### src/sv/mrgba_pkg.sv
`timescale 1ns / 1ps
// ----------------------------------------------------------------------------
// mrgba_pkg
// Shared types, constants and helpers for the masked 24-bit to RGBA8 unpacker.
// ----------------------------------------------------------------------------
package mrgba_pkg;

	localparam int PIX_W  = 24;
	localparam int MASK_W = 32;
	localparam int SH_W   = 5;
	localparam int CH_W   = 8;
	localparam int NUM_W  = 34;
	localparam int DEN_W  = 33;
	localparam int CMP_W  = DEN_W + CH_W;
	localparam int CFG_IDX_W = 3;

	// three front stages plus one stage per quotient bit
	localparam int LANE_STAGES = 3 + CH_W;

	localparam logic [CH_W-1:0] CH_MAX = '1;

	typedef enum logic [CFG_IDX_W-1:0] {
		REG_MASK_RED   = 3'd0,
		REG_MASK_GREEN = 3'd1,
		REG_MASK_BLUE  = 3'd2,
		REG_MASK_ALPHA = 3'd3,
		REG_LUMINANCE  = 3'd4
	} cfg_reg_t;

	typedef struct packed {
		logic            zero;
		logic [CH_W-1:0] q;
	} lane_res_t;

	function automatic logic [SH_W-1:0] trail_zeros(input logic [MASK_W-1:0] m);
		logic [SH_W-1:0] n;
		n = '0;
		for (int i = MASK_W - 1; i >= 0; i--) begin
			if (m[i]) begin
				n = SH_W'(i);
			end
		end
		return n;
	endfunction

endpackage

### src/sv/mrgba_lane.sv
`timescale 1ns / 1ps
// ----------------------------------------------------------------------------
// mrgba_lane
// One channel datapath: field extract, numerator build, then a restoring
// divider with one quotient bit per pipeline stage.
// ----------------------------------------------------------------------------
module mrgba_lane (
	input  logic                             clk,
	input  logic                             adv,
	input  logic [mrgba_pkg::PIX_W-1:0]      pixel,
	input  logic [mrgba_pkg::MASK_W-1:0]     mask,
	output mrgba_pkg::lane_res_t             res
);

	localparam int CH_W = mrgba_pkg::CH_W;

	logic [mrgba_pkg::PIX_W-1:0]  pix_s1;
	logic [mrgba_pkg::MASK_W-1:0] mask_s1;
	logic [mrgba_pkg::SH_W-1:0]   tz_s1;
	logic                         zero_s1;

	logic [mrgba_pkg::PIX_W-1:0]  val_s2;
	logic [mrgba_pkg::MASK_W-1:0] max_s2;
	logic                         zero_s2;

	logic [mrgba_pkg::NUM_W-1:0]  num_s3;
	logic [mrgba_pkg::DEN_W-1:0]  den_s3;
	logic                         zero_s3;

	logic [mrgba_pkg::NUM_W-1:0]  div_rem_s  [0:CH_W-1];
	logic [mrgba_pkg::DEN_W-1:0]  div_den_s  [0:CH_W-1];
	logic [CH_W-1:0]              div_quo_s  [0:CH_W-1];
	logic                         div_zero_s [0:CH_W-1];

	always_ff @(posedge clk) begin
		if (adv) begin
			pix_s1  <= pixel & mask[mrgba_pkg::PIX_W-1:0];
			mask_s1 <= mask;
			tz_s1   <= mrgba_pkg::trail_zeros(mask);
			zero_s1 <= (mask == '0);

			val_s2  <= pix_s1 >> tz_s1;
			max_s2  <= mask_s1 >> tz_s1;
			zero_s2 <= zero_s1;

			// value*510 + max
			num_s3  <= mrgba_pkg::NUM_W'({val_s2, 9'b0})
			         - mrgba_pkg::NUM_W'({val_s2, 1'b0})
			         + mrgba_pkg::NUM_W'(max_s2);
			den_s3  <= {max_s2, 1'b0};
			zero_s3 <= zero_s2;
		end
	end

	for (genvar k = 0; k < CH_W; k++) begin : g_div
		logic [mrgba_pkg::NUM_W-1:0] rem_in;
		logic [mrgba_pkg::DEN_W-1:0] den_in;
		logic [CH_W-1:0]             quo_in;
		logic                        zero_in;
		logic [mrgba_pkg::CMP_W-1:0] den_sh;
		logic [mrgba_pkg::CMP_W-1:0] rem_ext;
		logic                        take;

		if (k == 0) begin : g_first
			assign rem_in  = num_s3;
			assign den_in  = den_s3;
			assign quo_in  = '0;
			assign zero_in = zero_s3;
		end else begin : g_next
			assign rem_in  = div_rem_s[k-1];
			assign den_in  = div_den_s[k-1];
			assign quo_in  = div_quo_s[k-1];
			assign zero_in = div_zero_s[k-1];
		end

		assign den_sh  = mrgba_pkg::CMP_W'(den_in) << (CH_W - 1 - k);
		assign rem_ext = mrgba_pkg::CMP_W'(rem_in);
		assign take    = (rem_ext >= den_sh);

		always_ff @(posedge clk) begin
			if (adv) begin
				div_rem_s[k]  <= take ? mrgba_pkg::NUM_W'(rem_ext - den_sh) : rem_in;
				div_den_s[k]  <= den_in;
				div_quo_s[k]  <= quo_in | (CH_W'(take) << (CH_W - 1 - k));
				div_zero_s[k] <= zero_in;
			end
		end
	end

	assign res.zero = div_zero_s[CH_W-1];
	assign res.q    = div_quo_s[CH_W-1];

endmodule

### config.mk
export PLATFORM = sky130hd
export DESIGN_NAME = mrgba_lane
export DESIGN_NICKNAME = d
export VERILOG_FILES = /design/src/sv/mrgba_pkg.sv /design/src/sv/mrgba_lane.sv
export SDC_FILE = /design/constraint.sdc
export NUM_CORES = 1
export LEC_CHECK = 0
export BUFFER_PORTS_ARGS = -buffer_cell sky130_fd_sc_hd__buf_2
export CAP_MARGIN = 20
export CORE_ASPECT_RATIO = 1.25
export CORE_MARGIN = 5
export CORE_UTILIZATION = 45
export CTS_CLUSTER_SIZE = 16
export DETAILED_ROUTE_END_ITERATION = 10
export GPL_TIMING_DRIVEN = 1
export HOLD_SLACK_MARGIN = 0.08
export PLACE_DENSITY = 0.58
export SYNTH_ARGS = -nofsm -noshare
export SYNTH_HDL_FRONTEND = slang
export SYNTH_SLANG_ARGS = --single-unit
### constraint.sdc
create_clock -name clk -period 7.7 [get_ports clk]
set_clock_uncertainty 0.2 [all_clocks]
set_input_delay 1.54 -clock clk [delete_from_list [all_inputs] [get_ports clk]]
set_output_delay 1.54 -clock clk [all_outputs]
set_load 0.01 [all_outputs]
==> impl_metrics.tcl, run 1 <==
set metrics [dict create \
    fmax_mhz 222 \
    worstMarginPinSlew_ns 1.22 \
    r2r_setup_slack_ns 3.20 \
    grt_pass1_vias 26100 \
    synth_common_cells "edfxtp_1, inv_1, ha_1" \
    drtIter0Drc 1332 \
    grt_max_degree 136 \
    start_util_pct 45.3 \
    r2r_cells 12 \
    dp_hpwl_um 65300 \
    fin_crit_sh_pct 58.4 \
    whs_ns 0.195 \
    synth_area_mm2 0.0395 \
    drc 0 \
    grtUsageTotal_pct 17.7 \
    numCtsBuffers 76 \
    antenna_found_initial 0 \
    cp-end-kind "flop" \
    fp.dieH_um 341 \
    ys.flop_type "edfxtp_1" \
    post-cts-setup-buffer-count 0 \
    cts_resized 0 \
    synth_warnings 0 \
    yosysMostFrequentCell "edfxtp_1" \
    die_area_mm2 0.0939 \
    synth_cell_types 79 \
    gp_congestion 0.924 \
    grt_overflow 0 \
    timing.critical_path.from "div_rem_s[4][0]" \
    synth_xor_area_share_pct 4.23 \
    synth_edf_count 684 \
    numPortBuffers 66 \
    htreeDepth 3 \
    detail_route.vias_per_cell 5.27 \
    cp-start-kind "flop" \
    path_class "reg -> reg" \
    wirelength_um 83000 \
    hold_class "reg -> reg" \
    cts_max_path_buffers 3 \
    drt_pass1_iterations 5 \
    yosysTopAreaCell "edfxtp_1" \
    r2r_end "div_rem_s[5][8]" \
    ys_ff_latch 684 \
    avgSynthCellArea_um2 11.2 \
    area_growth_syn_to_layout_pct 10.4 \
    ant_nets 0 \
    worstSkewPairLatency_ns 0.64 \
    final_core_util_pct 50.0 \
    die_w_um 275 \
    cts_root_buf "clkbuf_16" \
    detail_route.wl_per_cell_um 17.2 \
    vdd_drop_max_v 0.000181 \
    cts_tree "built" \
    synth_fa_ha_area_share_pct 10.1 \
    synth_compound_area_share_pct 13.9 \
    maxCapViolations 0 \
    nets 3960 \
    synth_mux_area_share_pct 5.18 \
    hp-start "div_quo_s[1][7]" \
    period_needed_ns 4.50 \
    core-area_mm2 0.0872 \
    worstReg2RegStart "div_rem_s[4][0]" \
    ys_seq_area_share_pct 52.0 \
    p_leak_nw 18.1 \
    synth_top_area_share_pct 52.0 \
    setup_viol 0 \
    grt_setup_unrepaired "false" \
    cts.reportedPaths.clkPinSlew_ns 0.06 \
    report.final.slew_viol_count 0 \
    synthesis.instances 3524 \
    place_ws_ns 3.18 \
    status "completed" \
    yosys-top-cells-area "edfxtp_1, ha_1, inv_1" \
    grt_pass1_wl_um 132000 \
    power.density_mw_per_mm2 259 \
    drive_gt1_share_pct 8.64 \
    synth-simple-area-share_pct 9.74 \
    slew_headroom_pct 17.7 \
    syn_nets 3886 \
    synth_top_family_by_area "compound AO/OA/AOI/OAI gates" \
    arrival_ns 4.66 \
    finalHoldViolCount 0 \
    routed-via-count 25400 \
    holdPathStages 0 \
    whs_endpoint "div_quo_s[1][15]" \
    clock_sinks 684 \
    n_antenna_cell 0 \
    final.setup.tns_ns 0 \
    fin_ws_ns 3.20 \
    synthArstFlopShare_pct 0 \
    rows 121 \
    path_max_fanout 31 \
    io_pins 67 \
    hold_buffers 0 \
    crit_required_ns 7.87 \
]
[layer usage]
metal | vias up | routed length (um) | GRT usage [%]
met3 | 215 | 2420 | 2.56
li1 | 13000 | - | -
met2 | 422 | 46600 | 35.6
met1 | 11800 | 28200 | 16.2
met4 | 0 | 5770 | 11.0
met5 | - | 0 | 0
[power by group]
| part | switching (mW) | leakage, nW | internal [mW] |
|---|---|---|---|
| logic | 1.64 | 10.2 | 1.26 |
| registers | 0.212 | 6.74 | 4.62 |
| clock network | 1.43 | 1.19 | 2.13 |
[how the worst max path moves through the flow]
stage	end	slack (ns)	cells past startpoint
global placement	div_rem_s[5][6]	3.19	12
global route	div_rem_s[5][5]	3.05	12
detailed placement	div_rem_s[5][10]	3.18	12
floorplan	div_rem_s[2][33]	4.18	13
finish	div_rem_s[5][8]	3.20	12
CTS	div_rem_s[5][5]	3.17	12
[worst max-delay path, stage by stage, from the launching register on]
cell and delay (ns):
edfxtp_1 0.57, ha_1 0.26, fa_1 0.21, nor2b_1 0.07
o31a_1 0.27, o31a_1 0.30, o31a_1 0.34, o21ai_2 0.31
o21ai_2 0.16, a311o_1 0.37, nand3_2 0.10, nand2_2 0.55
mux2_4 0.51
[kinds of logic (layout without fill, tap and decap cells)]
| group | Yosys count | count (layout) |
|---|---|---|
| multiplexers | 154 | 154 |
| XOR/XNOR | 191 | 191 |
| flip-flops | 684 | 684 |
| AO/OA/AOI/OAI | 890 | 890 |
| buffers and inverters | 496 | 630 |
| adder cells (fa/ha/maj) | 304 | 304 |
| AND/OR/NAND/NOR | 805 | 805 |
[layout make-up]
type	instances	area, um^2
sequential	684	20500
inverter	400	1500
clock buffer	94	2010
clock inverter	44	443
multi-input combinational	2344	17100
fill	7841	43600
tap	1168	1460
timing repair buffer	92	582
[metrics by stage]
step,power [mW],cell area [um^2],cells
global route,12.0,43600,4826
global placement,7.78,41200,4687
floorplan,7.04,39500,3524
detailed placement,7.81,41200,4688
finish,11.3,43600,4826
CTS,11.4,43600,4826
[registers in the layout (all words and copies together), names as in the netlist, 31 cells and up]
signal        count
g_div.rem_in     34
max_s2           32
div_quo_s        36
div_den_s       217
mask_s1          32
den_s3           31
div_rem_s       238
[cell usage in the layout (no fill, tap or decap), types with 79 or more instances in the layout]
master,instances
nor2_1,175
a21o_1,122
xnor2_1,112
edfxtp_1,684
o21ai_0,246
ha_1,280
xor2_1,79
a21oi_1,252
nand2_1,273
inv_1,398
No activity file was read; power rests on OpenSTA's default activity.
==> inputs of run 2 (changes only) <==
--- a/config.mk
+++ b/config.mk
@@ -14,7 +14,7 @@
 export DETAILED_ROUTE_END_ITERATION = 10
 export GPL_TIMING_DRIVEN = 1
 export HOLD_SLACK_MARGIN = 0.08
-export PLACE_DENSITY = 0.58
+export PLACE_DENSITY = 0.61
 export SYNTH_ARGS = -nofsm -noshare
 export SYNTH_HDL_FRONTEND = slang
 export SYNTH_SLANG_ARGS = --single-unit
==> constraint.sdc (replaced) <==
create_clock -name clk -period 3.9 [get_ports clk]
set_clock_uncertainty 0.2 [all_clocks]
set_input_delay 0.78 -clock clk [delete_from_list [all_inputs] [get_ports clk]]
set_output_delay 0.78 -clock clk [all_outputs]
set_load 0.01 [all_outputs]
==> impl_metrics.tcl, run 2 (synthesis results as in run 1) <==
set metrics [dict create \
    hold_class "in -> reg" \
    regMostFlops "div_rem_s" \
    drtIter0Drc 1371 \
    cts.reportedPaths.clkPinSlew_ns 0.06 \
    numPortBuffers 66 \
    die_area_mm2 0.0939 \
    vdd_drop_max_v 0.000319 \
    r2r_end "div_rem_s[6][33]" \
    power.density_mw_per_mm2 510 \
    final_area_mm2 0.0448 \
    hp-start "mask[18]" \
    report.final.slew_viol_count 0 \
    period_needed_ns 3.78 \
    grt_pass1_vias 27000 \
    grtUsageTotal_pct 18.2 \
    path_max_fanout 4 \
    cts_max_path_buffers 3 \
    start_util_pct 45.3 \
    htreeDepth 3 \
    arrival_ns 3.94 \
    p_leak_nw 18.8 \
    gp_congestion 0.927 \
    io_pins 67 \
    dp_hpwl_um 67500 \
    ant_nets 0 \
    p_sw_share_pct 29.0 \
    placed_area_mm2 0.0421 \
    numCtsBuffers 75 \
    cts_tree "built" \
    grt_max_degree 97 \
    r2r_setup_slack_ns 0.12 \
    p_sw_mw 6.63 \
    layout_common_cells "edfxtp_1, inv_1, ha_1" \
    whs_endpoint "mask_s1[18]" \
    worstMarginPinSlew_ns 0.859 \
    n_antenna_cell 0 \
    hold_buffers 0 \
    rows 121 \
    detail_route.vias_per_cell 5.26 \
    largest_register_ffs 238 \
    fin_crit_sh_pct 96.8 \
    drt_pass1_iterations 6 \
    routed-via-count 26000 \
    fmax_mhz 265 \
    grt_setup_unrepaired "false" \
    seqPwrFrac_pct 41.7 \
    wirelength_um 85300 \
    core-area_mm2 0.0872 \
    fp.dieH_um 341 \
    r2r_cells 13 \
    nets 4075 \
    drc 0 \
    clock_sinks 684 \
    cp-end-kind "flop" \
    area_growth_syn_to_layout_pct 13.3 \
    share_comb_of_total_power_pct 26.6 \
    maxCapViolations 0 \
    place_ws_ns -0.142 \
    power_mw 22.8 \
    worstSkewPairLatency_ns 0.63 \
    p_clk_share_pct 31.6 \
    grt_overflow 0 \
    final_common_cell "edfxtp_1" \
    finalHoldViolCount 0 \
    crit_required_ns 4.07 \
    whs_ns 0.186 \
    grt_pass1_wl_um 136000 \
    p_int_mw 16.2 \
    status "completed" \
    setup_viol 0 \
    cp-start-kind "flop" \
    detail_route.wl_per_cell_um 17.3 \
    worstReg2RegStart "div_den_s[5][8]" \
    die_w_um 275 \
    path_class "reg -> reg" \
    fin_ws_ns 0.124 \
    cts_root_buf "clkbuf_16" \
    antenna_found_initial 1 \
    holdPathStages 1 \
    slew_headroom_pct 42.2 \
    largestRegisters "div_rem_s: 238 flops, div_den_s: 217 flops, div_quo_s: 36 flops" \
    drive_gt1_share_pct 11.8 \
]
## run 2: cell count changes in the layout (fill, tap and decap cells not counted), moves of 3 or more
cell       delta
a31oi_1       -3
buf_12       +11
buf_4       +106
bufinv_16     +3
clkbuf_1      -7
clkinv_1      +4
o21ai_0       -5
o21ai_1       +3
## run 2: final cells by class
cell class	instances	area (um^2)
inverters	400	1500
clock inverters	50	553
well taps	1168	1460
flip-flops and latches	684	20500
multi-input cells	2344	17200
repair buffers	208	1590
fillers	7832	42400
clock buffers	87	1990
## run 2: power groups by stage
stage	Sequential (mW)	Clock (mW)	Combinational, mW
after global routing	9.62	7.75	6.79
after global placement	9.68	0	5.96
after CTS	9.54	7.45	6.06
final	9.53	7.23	6.08
after detailed placement	9.69	0	6.02
after floorplan	9.50	0	4.41
## run 2: routing by layer
metal	global-route usage [%]	routed length, um	vias to the layer above
li1	-	-	13200
met1	16.9	29300	12200
met2	37.1	48300	406
met3	2.52	2300	207
met4	10.0	5340	0
met5	0	0	-
## run 2: timing repair
item,in CTS,in global routing
buffers inserted,1,2
pin swaps,0,3
endpoints found under the setup margin,36,79
resized for setup,4,18
## run 2: critical path, cell delays in order, from the launching register on
cell,delay (ns)
edfxtp_1,0.35
inv_1,0.06
ha_1,0.34
a21o_1,0.21
a21o_1,0.20
nor4_1,0.45
a211oi_1,0.23
o21a_1,0.25
buf_4,0.14
or3_1,0.34
a21oi_1,0.24
o41ai_1,0.11
xor2_1,0.14
mux2_2,0.29
## run 2: stage by stage
stage               cells  utilization, %  TNS, ns
floorplan            3524               -        0
global placement     4801            48.3    -1.25
detailed placement   4801            48.3    -2.40
CTS                  4939            51.3        0
global route         4941            51.4        0
finish               4941            51.4        0
## run 2: how the worst max path moves through the flow
stage	to	from	cells past startpoint	slack [ns]
floorplan	div_rem_s[2][33]	div_rem_s[1][0]	13	0.38
global placement	g_div[0].rem_in[31]	val_s2[2]	14	-0.13
detailed placement	g_div[0].rem_in[31]	val_s2[2]	14	-0.14
CTS	div_rem_s[2][33]	div_den_s[1][2]	14	0.01
global route	div_rem_s[2][33]	div_den_s[1][2]	14	0.01
finish	div_rem_s[6][33]	div_den_s[5][8]	13	0.12
==> inputs of run 3 (changes only) <==
--- a/config.mk
+++ b/config.mk
@@ -5,6 +5,7 @@
 export SDC_FILE = /design/constraint.sdc
 export NUM_CORES = 1
 export LEC_CHECK = 0
+export ABC_AREA = 1
 export BUFFER_PORTS_ARGS = -buffer_cell sky130_fd_sc_hd__buf_2
 export CAP_MARGIN = 20
 export CORE_ASPECT_RATIO = 1.25
==> impl_metrics.tcl, run 3 <==
set metrics [dict create \
    status "completed" \
    cp-start-kind "flop" \
    largest_register_ffs 238 \
    synth_cell_types 60 \
    syn_nets 4361 \
    path_max_fanout 3 \
    hold_class "in -> reg" \
    wirelength_um 82400 \
    yosysTopAreaCell "edfxtp_1" \
    synthArstFlopShare_pct 0 \
    fin_crit_sh_pct 94.5 \
    arrival_ns 3.87 \
    synth_area_mm2 0.0389 \
    fmax_mhz 271 \
    cts_tree "built" \
    largestRegisters "div_rem_s: 238 flops, div_den_s: 217 flops, div_quo_s: 36 flops" \
    setup_viol 0 \
    ys_seq_area_share_pct 52.8 \
    routed-via-count 26800 \
    htreeDepth 3 \
    slowest_stage "fa_1" \
    cp-end-kind "flop" \
    p_sw_share_pct 30.1 \
    detail_route.vias_per_cell 5.01 \
    drt_pass1_iterations 5 \
    seqPwrFrac_pct 43.0 \
    detail_route.wl_per_cell_um 15.4 \
    report.final.slew_viol_count 0 \
    p_sw_mw 6.68 \
    synth_edf_count 684 \
    ant_nets 0 \
    drtIter0Drc 1324 \
    cts_root_buf "clkbuf_16" \
    cts_max_path_buffers 3 \
    yosysMostFrequentCell "nand2_1" \
    layout_common_cells "nand2_1, edfxtp_1, inv_1" \
    grt_max_degree 71 \
    ys_ff_latch 684 \
    die_w_um 273 \
    start_util_pct 45.4 \
    grtUsageTotal_pct 17.8 \
    gp_congestion 0.931 \
    regMostFlops "div_rem_s" \
    ys.flop_type "edfxtp_1" \
    io_pins 67 \
    numCtsBuffers 74 \
    grt_pass1_vias 27600 \
    nets 4505 \
    n_antenna_cell 0 \
    die_area_mm2 0.0925 \
    place_ws_ns 0.0692 \
    slew_headroom_pct 35.5 \
    avgSynthCellArea_um2 9.73 \
    period_needed_ns 3.68 \
    synth_common_cells "nand2_1, edfxtp_1, inv_1" \
    clock_sinks 684 \
    crit_chain "ha_1 > fa_1 > nor3_2 > o21ai_0 > o211ai_1 > nand2_1 > nand2_1 > nand2_1 > nand2_1 > nand2_1 > nand2_1 > nand2_1 > nand2_1 > a21oi_1 > o21a_1 > o21ai_1 > buf_4 > a21oi_1 > xor2_1 > nand2_1 > nand2_1" \
    grt_overflow 0 \
    synthesis.instances 3999 \
    p_int_mw 15.5 \
    power.density_mw_per_mm2 508 \
    synth_top_area_share_pct 52.8 \
    drc 0 \
    p_leak_nw 18.9 \
    grt_pass1_wl_um 133000 \
    core-area_mm2 0.0857 \
    antenna_found_initial 1 \
    num-fill-cells 7786 \
    cts.reportedPaths.clkPinSlew_ns 0.06 \
    finalHoldViolCount 0 \
    drive_gt1_share_pct 7.88 \
    synth_warnings 0 \
    fp.dieH_um 339 \
    area_growth_syn_to_layout_pct 12.2 \
    path_class "reg -> reg" \
    rows 120 \
    worstMarginPinSlew_ns 0.967 \
    numPortBuffers 66 \
    power_mw 22.2 \
    fin_ws_ns 0.216 \
    slowest_delay_ns 0.43 \
    hold_buffers 0 \
    crit_required_ns 4.08 \
    vdd_drop_max_v 0.000321 \
    dp_hpwl_um 66200 \
    share_comb_of_total_power_pct 26.1 \
    final_common_cell "nand2_1" \
    grt_setup_unrepaired "true" \
    maxCapViolations 0 \
    worstSkewPairLatency_ns 0.63 \
    p_clk_share_pct 30.9 \
    path_common_cell "nand2_1" \
    yosys-top-cells-area "edfxtp_1, ha_1, nand2_1" \
]
## run 3: cell count changes after synthesis, sizes merged, moves of 28 or more
cell    delta
o21ai    +123
o21a      -28
nand3     +75
nor2      +72
a21oi     +55
a21o     -114
mux2i     -36
nand2    +530
mux2      -85
nor2b     -47
and2      -39
nand2b    -42
inv      +190
## run 3: power by group through the flow
stage / logic [mW] / clock network [mW] / registers, mW
after global routing: 6.56 / 7.35 / 9.61
after detailed placement: 5.73 / 0 / 9.68
final: 5.78 / 6.85 / 9.52
after floorplan: 4.16 / 0 / 9.52
after CTS: 5.76 / 7.05 / 9.53
after global placement: 5.64 / 0 / 9.67
## run 3: path summary, 6_finish.rpt
| kind | start | to | slack, ns | depth (start not counted) |
|---|---|---|---|---|
| min | mask[23] | mask_s1[23] | 0.16 | 1 |
| max reg2reg | div_rem_s[3][0] | div_rem_s[4][32] | 0.22 | 21 |
| max | div_rem_s[3][0] | div_rem_s[4][32] | 0.22 | 21 |
| min reg2reg | div_zero_s[0][2] | div_zero_s[0][3] | 0.22 | 0 |
## run 3: repair_timing
action | 4_1_cts | 5_1_grt
endpoints found under the setup margin | 0 | 76
gates resized for setup | 0 | 22
buffers inserted | 0 | 3
## run 3: through the flow
step	TNS (ns)	utilization (%)	std cells	hold slack (ns)	instance area, um^2
after floorplan	0	-	3999	0.200	38900
after global placement	0	48.0	5222	0.201	41200
after detailed placement	0	48.0	5222	0.205	41200
after CTS	0	50.8	5355	0.116	43500
after global routing	-0.0268	50.9	5359	0.121	43600
final	0	50.9	5359	0.164	43600
## run 3: routing by layer
| layer | GRT usage, % | share of wire, % | vias up |
|---|---|---|---|
| li1 | - | - | 14000 |
| met1 | 15.9 | 34 | 12200 |
| met2 | 36.3 | 57 | 410 |
| met3 | 2.64 | 2.8 | 238 |
| met4 | 11.0 | 6.9 | 0 |
| met5 | 0 | 0 | - |
## run 3: layout make-up
| class | count | area (um^2) | share of cell area, % |
|---|---|---|---|
| sequential | 684 | 20500 | 47.1 |
| timing repair buffer | 166 | 1280 | 2.94 |
| tap | 1159 | 1450 | 3.32 |
| clock inverter | 49 | 450 | 1.03 |
| clock buffer | 84 | 1930 | 4.43 |
| multi-input combinational | 2628 | 15800 | 36.2 |
| inverter | 589 | 2210 | 5.07 |
## run 3: cells by family (layout without fill, tap and decap cells)
group | after synthesis | after routing | synth area share (%)
simple gates | 1273 | 1273 | 13.3
compound gates | 841 | 841 | 12.1
buf+inv | 687 | 888 | 6.83
flops | 684 | 684 | 52.8
fa+ha+maj | 304 | 304 | 10.2
xor+xnor | 201 | 201 | 4.52
mux | 9 | 9 | 0.232
## run 3: worst max-delay path: cells and delay by family (launching register included)
| family | cells | cell delay (ns) |
|---|---|---|
| compound gates | 6 | 0.83 |
| xor+xnor | 1 | 0.15 |
| fa+ha+maj | 2 | 0.69 |
| buf+inv | 1 | 0.14 |
| flops | 1 | 0.42 |
| simple gates | 11 | 1.02 |
